### config.mk
export PLATFORM = sky130hd
export DESIGN_NAME = sorted_array_list
export DESIGN_NICKNAME = d
export VERILOG_FILES = /design/src/rtl/core/sal_pkg.sv /design/src/rtl/core/sorted_array_list.sv /design/src/rtl/core/sal_cell.sv
export SDC_FILE = /design/constraint.sdc
export NUM_CORES = 2
export LEC_CHECK = 0
export BUFFER_PORTS_ARGS = -buffer_cell sky130_fd_sc_hd__buf_2
export CORE_MARGIN = 2
export CORE_UTILIZATION = 40
export CTS_CLUSTER_SIZE = 8
export DETAILED_ROUTE_END_ITERATION = 7
export GPL_TIMING_DRIVEN = 0
export PLACE_DENSITY = 0.62
export SYNTH_ARGS = -nofsm -noshare
export SYNTH_HDL_FRONTEND = slang
export SYNTH_HIERARCHICAL = 1
export SYNTH_SLANG_ARGS = --single-unit
### constraint.sdc
create_clock -name clk_i -period 6.74 [get_ports clk_i]
set_input_delay 0.337 -clock clk_i [delete_from_list [all_inputs] [get_ports clk_i]]
set_output_delay 0.337 -clock clk_i [all_outputs]
set_load 0.01 [all_outputs]
### src/rtl/core/sal_pkg.sv
// Types and codes shared by the sorted array list and its storage cells.
package sal_pkg;

  // Field widths of the request and result items.
  localparam int unsigned ValueW  = 32;
  localparam int unsigned OpW     = 3;
  localparam int unsigned CountW  = 5;
  localparam int unsigned StatusW = 2;

  // Request opcodes.
  localparam logic [OpW-1:0] OpInsert = 3'd0;
  localparam logic [OpW-1:0] OpDelete = 3'd1;
  localparam logic [OpW-1:0] OpClear  = 3'd2;
  localparam logic [OpW-1:0] OpRewind = 3'd3;
  localparam logic [OpW-1:0] OpNext   = 3'd4;

  // Result status codes.
  localparam logic [StatusW-1:0] StOk       = 2'd0;
  localparam logic [StatusW-1:0] StFull     = 2'd1;
  localparam logic [StatusW-1:0] StNotFound = 2'd2;
  localparam logic [StatusW-1:0] StPastEnd  = 2'd3;

  // One request item.
  typedef struct packed {
    logic [OpW-1:0]           opcode;
    logic signed [ValueW-1:0] value;
  } req_t;

  // One result item.
  typedef struct packed {
    logic signed [ValueW-1:0] item_out;
    logic [CountW-1:0]        count;
    logic                     full_res;
    logic [StatusW-1:0]       status;
  } rsp_t;

  // Command broadcast from the control logic to every cell.
  typedef struct packed {
    logic                     ins_en;
    logic                     del_en;
    logic signed [ValueW-1:0] value;
  } cell_cmd_t;

endpackage

### src/rtl/core/sorted_array_list.sv
// Top level of the sorted array list: request decode, cell row and result register.
//
// Usage: requests arrive on the in channel (in_valid_i, in_stall_o, in_item_i),
// each carrying an opcode and a signed value. Every request yields exactly one
// result item on the out channel (out_valid_o, out_stall_i, out_item_o) that
// reports the entry read, the entry count, a full flag and a status code.
// A row of CAPACITY cells holds the entries in ascending order; all cells
// compare against the request value and shift with their neighbours at once,
// so a request is finished in the cycle it is accepted.
// The result is presented from the result register in the cycle after acceptance,
// and the block takes one request per cycle while no result waits on a stalled
// receiver. The pass through the cell row and its delete match chain is combinational.
// While a result waits on a stalled receiver, in_stall_o is raised and no new
// request is taken; the result item is held unchanged until it is taken.
// Reset empties the list, rewinds the read cursor and drops any pending
// result. Entry storage is not cleared; only entries below the count are read.
module sorted_array_list #(
  parameter int unsigned CAPACITY = 16
) (
  input  logic          clk_i,
  input  logic          rst_ni,
  input  logic          in_valid_i,
  output logic          in_stall_o,
  input  sal_pkg::req_t in_item_i,
  output logic          out_valid_o,
  input  logic          out_stall_i,
  output sal_pkg::rsp_t out_item_o
);
  import sal_pkg::*;

  localparam int unsigned CntW = $clog2(CAPACITY + 1);
  localparam int unsigned IdxW = $clog2(CAPACITY);

  logic                     accept;
  cell_cmd_t                cmd;
  logic [CntW-1:0]          count_q, count_d;
  logic [CntW-1:0]          cursor_q, cursor_d;
  logic                     out_valid_q, out_valid_d;
  rsp_t                     out_q, out_d;
  logic [CAPACITY-1:0]      occ;
  logic [CAPACITY-1:0]      shift_w;
  logic [CAPACITY-1:0]      found_w;
  logic signed [ValueW-1:0] entry_w [CAPACITY];
  logic                     is_full;
  logic                     can_read;

  // A new request is taken unless a result is still waiting on the receiver.
  assign in_stall_o = out_valid_q && out_stall_i;
  assign accept     = in_valid_i && !in_stall_o;

  assign is_full  = (count_q == CntW'(CAPACITY));
  assign can_read = (cursor_q < count_q);

  // Broadcast command to the cell row. A delete with no match leaves every
  // cell alone, since no cell raises its found flag.
  always_comb begin
    cmd.value  = in_item_i.value;
    cmd.ins_en = accept && (in_item_i.opcode == OpInsert) && !is_full;
    cmd.del_en = accept && (in_item_i.opcode == OpDelete);
  end

  // Row of cells with neighbour links.
  for (genvar k = 0; k < CAPACITY; k++) begin : g_cell
    logic                     prev_shift;
    logic                     prev_found;
    logic signed [ValueW-1:0] prev_entry;
    logic signed [ValueW-1:0] next_entry;

    assign occ[k] = (CntW'(k) < count_q);

    if (k == 0) begin : g_first
      assign prev_shift = 1'b0;
      assign prev_found = 1'b0;
      assign prev_entry = '0;
    end else begin : g_inner
      assign prev_shift = shift_w[k-1];
      assign prev_found = found_w[k-1];
      assign prev_entry = entry_w[k-1];
    end

    if (k == CAPACITY - 1) begin : g_last
      assign next_entry = entry_w[k];
    end else begin : g_upper
      assign next_entry = entry_w[k+1];
    end

    sal_cell u_cell (
      .clk_i        (clk_i),
      .cmd_i        (cmd),
      .occ_i        (occ[k]),
      .prev_shift_i (prev_shift),
      .prev_found_i (prev_found),
      .prev_entry_i (prev_entry),
      .next_entry_i (next_entry),
      .entry_o      (entry_w[k]),
      .shift_o      (shift_w[k]),
      .found_o      (found_w[k])
    );
  end

  // Request decode: count, cursor and the result item.
  always_comb begin
    logic [CntW-1:0] cnt_next;
    cnt_next       = count_q;
    cursor_d       = cursor_q;
    out_d          = out_q;
    out_d.item_out = '0;
    out_d.status   = StOk;
    unique case (in_item_i.opcode)
      OpInsert: begin
        if (is_full) begin
          out_d.status = StFull;
        end else begin
          cnt_next = count_q + CntW'(1);
        end
      end
      OpDelete: begin
        if (found_w[CAPACITY-1]) begin
          cnt_next = count_q - CntW'(1);
        end else begin
          out_d.status = StNotFound;
        end
      end
      OpClear: begin
        cnt_next = '0;
      end
      OpRewind: begin
        cursor_d = '0;
      end
      OpNext: begin
        if (can_read) begin
          out_d.item_out = entry_w[cursor_q[IdxW-1:0]];
          cursor_d       = cursor_q + CntW'(1);
        end else begin
          out_d.status = StPastEnd;
        end
      end
      default: begin
      end
    endcase
    out_d.count    = CountW'(cnt_next);
    out_d.full_res = (cnt_next == CntW'(CAPACITY));
    count_d        = cnt_next;
  end

  // Result valid flag: set on acceptance, cleared once the item is taken.
  always_comb begin
    if (accept) begin
      out_valid_d = 1'b1;
    end else if (out_stall_i) begin
      out_valid_d = out_valid_q;
    end else begin
      out_valid_d = 1'b0;
    end
  end

  // Control state.
  always_ff @(posedge clk_i or negedge rst_ni) begin
    if (!rst_ni) begin
      count_q     <= '0;
      cursor_q    <= '0;
      out_valid_q <= 1'b0;
    end else begin
      out_valid_q <= out_valid_d;
      if (accept) begin
        count_q  <= count_d;
        cursor_q <= cursor_d;
      end
    end
  end

  // Result payload register.
  always_ff @(posedge clk_i) begin
    if (accept) begin
      out_q <= out_d;
    end
  end

  assign out_valid_o = out_valid_q;
  assign out_item_o  = out_q;

endmodule

### src/rtl/core/sal_cell.sv
// One storage cell of the sorted list: holds a single entry and its neighbour links.
module sal_cell (
  input  logic                             clk_i,
  input  sal_pkg::cell_cmd_t               cmd_i,
  input  logic                             occ_i,
  input  logic                             prev_shift_i,
  input  logic                             prev_found_i,
  input  logic signed [sal_pkg::ValueW-1:0] prev_entry_i,
  input  logic signed [sal_pkg::ValueW-1:0] next_entry_i,
  output logic signed [sal_pkg::ValueW-1:0] entry_o,
  output logic                             shift_o,
  output logic                             found_o
);
  import sal_pkg::*;

  logic signed [ValueW-1:0] entry_q, entry_d;

  // This cell lies at or beyond the insert point when it is empty or holds a
  // larger value; the list is sorted, so this flag is monotonic along the row.
  assign shift_o = !occ_i || (cmd_i.value < entry_q);

  // The first matching entry and all cells above it take part in a delete.
  assign found_o = prev_found_i || (occ_i && (cmd_i.value == entry_q));

  // Insert takes the new value at the insert point and the lower neighbour
  // above it; delete takes the upper neighbour from the match onwards.
  always_comb begin
    entry_d = entry_q;
    if (cmd_i.ins_en && shift_o) begin
      entry_d = prev_shift_i ? prev_entry_i : cmd_i.value;
    end else if (cmd_i.del_en && found_o) begin
      entry_d = next_entry_i;
    end
  end

  always_ff @(posedge clk_i) begin
    entry_q <= entry_d;
  end

  assign entry_o = entry_q;

endmodule
==> run_results.csv <==
group,metric,value,unit
status,status,"complete, no violations",
timing,setup-violations-final,0,
worst_setup_path,buffering_stage_count_on_the_worst_path_with_inverters_included,1,
power,total_power,0.0116,W
timing,tightestPinTransition,1.36,ns
worst_setup_path,crit_fanout,10,
placement,dpl_cell_area,51300,sq um
cells_and_area,post_synthesis_to_final_layout_area_growth,10.2,%
timing,rsz0062_at_grt,"no",
cells_and_area,final_util,0.443,
worst_setup_path,worst_ep_required_time,7.19,ns
global_routing,grt_max_degree,50,
floorplan,core_region_area,121000,sq um
worst_setup_path,critPathLaunchType,"flip-flop",
timing,timing.final.max_slew_violations,0,
worst_setup_path,crit_path_leading_delay_family,"compound AO/OA/AOI/OAI gates",
global_routing,grt_first_pass_wirelength,208000,um
cts,clock_root_buffer,"clkbuf_16",
worst_setup_path,cp_class,"reg -> reg",
power,power_per_cell_area,217,nW/um^2
timing,totalNegativeSetupSlack,0,ns
synthesis,synth_cells,4113,
cts,tritoncts_num_sinks,563,
routing,via_count,34000,
floorplan,design.portCount,81,
routing,ant_nets,0,
timing,final.min_clock_period,6.52,ns
cts,worst_skew_pair.late_latency,0.64,ns
worst_setup_path,worst_setup_path_end_kind,"flip-flop",
global_routing,antenna_found_initial,5,
placement,globalplace.congestion,0.934,
worst_setup_path,critical-path-top-cell-by-count,"a41o_1",
cells_and_area,final.fill_count,11300,
synthesis,avg_cell_area_syn,11.8,sq um
cells_and_area,design.final.nets,4881,
routing,route.detailed.drc,0,
cts,path_clk_slew,0.05,ns
global_routing,grt_usage,0.217,
cts,h-tree-depth,3,
routing,total_wire_length,138000,um
placement,place_worst_setup_slack,-0.542,ns
cells_and_area,fin_area,53700,sq um
routing,drt_first_pass_iters,6,
worst_setup_path,worstPathCellList,"clkinvlp_4 -> ha_1 -> o21ai_1 -> and4_1 -> a41o_1 -> a41o_1 -> a41o_1 -> a41o_1 -> a41o_1 -> a41o_1 -> a41o_1 -> a41o_1 -> a41o_1 -> a41o_1 -> a41o_1 -> a41o_1 -> a41o_1 -> a41o_1 -> a41o_4 -> a211o_1 -> a31oi_1 -> a22oi_1 -> nor4_1",
worst_setup_path,timing.critical_path.slowest_cell_delay,0.53,ns
worst_hold_path,timing.hold.worst.class,"in -> async",
floorplan,starting_utilization_of_the_core_area,0.402,
synthesis,synth.yosys.warnings,6,
timing,timing.final.hold_violations,0,
routing,wire_per_inst,23.2,um
timing,timing.max_slew.rel_slack,0.0944,
floorplan,die-width,353,um
global_routing,first_global_vias,34100,
timing,timing.final.ws_setup,0.223,ns
timing,layout_worst_path_cycle_share,0.967,
routing,routed_via_density,5.70,
worst_setup_path,crit_arrival,6.97,ns
timing,timing.clock.skew,0.0294,ns
cts,ctsLongestPathBuffers,3,
cts,cts_tree,"done",
run,max_cap_viols,0,
floorplan,std_cell_rows,128,
cells_and_area,post_route_cells_drive_above_1_share,0.324,
synthesis,netlist_area,48700,sq um
worst_setup_path,cp_max_delay_cell,"dfrtp_1",
routing,drt_first_iter_violations,2527,
power,power.leakage,21.3,nW
floorplan,die_area,125000,sq um
floorplan,dieHeight,353,um
placement,dp.final_hpwl,112000,um
placement,portbufs,79,
cts,cts_bufs_inserted,80,
power,irDropWorstVdd,0.142,mV
global_routing,overflow,0,
timing,achievable-frequency,0.153,GHz
## state kept, by name, summed over array words and instances (netlist names)
| register | flops |
|---|---|
| out_item_o | 40 |
| cursor_q | 5 |
| g_cell.u_cell/entry_o | 512 |
| out_valid_o | 1 |
| count_q | 5 |
## cell usage in the layout, fill, tap and decap left out, types with 16 or more instances in the layout
cell type,count
a211o_1,16
a211oi_1,18
a21boi_0,16
a21o_1,61
a21oi_1,197
a221oi_1,16
a22oi_1,18
and4_1,20
buf_2,88
buf_6,60
clkbuf_1,107
clkbuf_16,83
conb_1,34
edfxtp_1,552
ha_1,520
inv_1,552
mux2_2,962
mux2i_1,96
mux4_2,160
nand2_1,144
nand2b_1,19
nand3_1,67
nand4_1,109
nor2_1,26
nor2b_1,56
nor3_1,50
nor4_1,18
o211ai_1,17
o21ai_0,91
## metal layers
layer | wire, um | track usage | vias up
li1 | - | - | 16100
met1 | 61800 | 0.291 | 16900
met2 | 66400 | 0.368 | 817
met3 | 6010 | 0.0195 | 206
met4 | 4240 | 0.0735 | 0
met5 | 0 | 0 | -
## power breakdown
group | switching [W] | leakage, nW | internal, W
logic | 0.00195 | 15.1 | 0.00166
registers | 0.000185 | 5.19 | 0.00409
clock network | 0.00157 | 1.06 | 0.00219
## final cells by class
type	count	area [sq um]	area share
Multi-Input combinational cell	2863	28900	0.538
Sequential cell	563	16900	0.314
Clock buffer	99	2140	0.0398
Inverter	553	2080	0.0388
Tap cell	1625	2030	0.0379
Buffer	166	1060	0.0198
Timing Repair Buffer	95	558	0.0104
Clock inverter	4	31.3	0.000583
Antenna cell	4	10.0	0.000187
## path summary, 6_finish.rpt
kind                            cells past startpoint                     from                 endpoint  slack (ns)
worst max-delay path                               23   count_q[1]$_DFFE_PN0P_  out_item_o[2]$_DFFE_PP_        0.22
worst min-delay path                                2                   rst_ni   count_q[1]$_DFFE_PN0P_        0.13
worst max register to register                     23   count_q[1]$_DFFE_PN0P_  out_item_o[2]$_DFFE_PP_        0.22
worst min register to register                      1  cursor_q[4]$_DFFE_PN0P_  cursor_q[4]$_DFFE_PN0P_        0.57
max in group asynchronous                           2                   rst_ni   count_q[4]$_DFFE_PN0P_        6.33
min in group clk_i                                  3            in_item_i[34]  cursor_q[3]$_DFFE_PN0P_        0.17
## repair_timing
item / 4_1_cts / 5_1_grt
pin swaps: 0 / 1
setup endpoints to repair: 41 / 41
gates resized for setup: 6 / 10
hold buffers: 3 / 0
hold endpoints to repair: 12 / 0
setup buffers: 0 / 5
## metrics by stage
stage          hold WS (ns)  instances
2_1_floorplan        0.0414       4146
3_3_place_gp          0.251       5850
3_5_place_dp          0.252       5857
4_1_cts              0.0905       5962
5_1_grt               0.143       5968
6_report              0.129       5972
No activity file was read; power rests on OpenSTA's default activity.
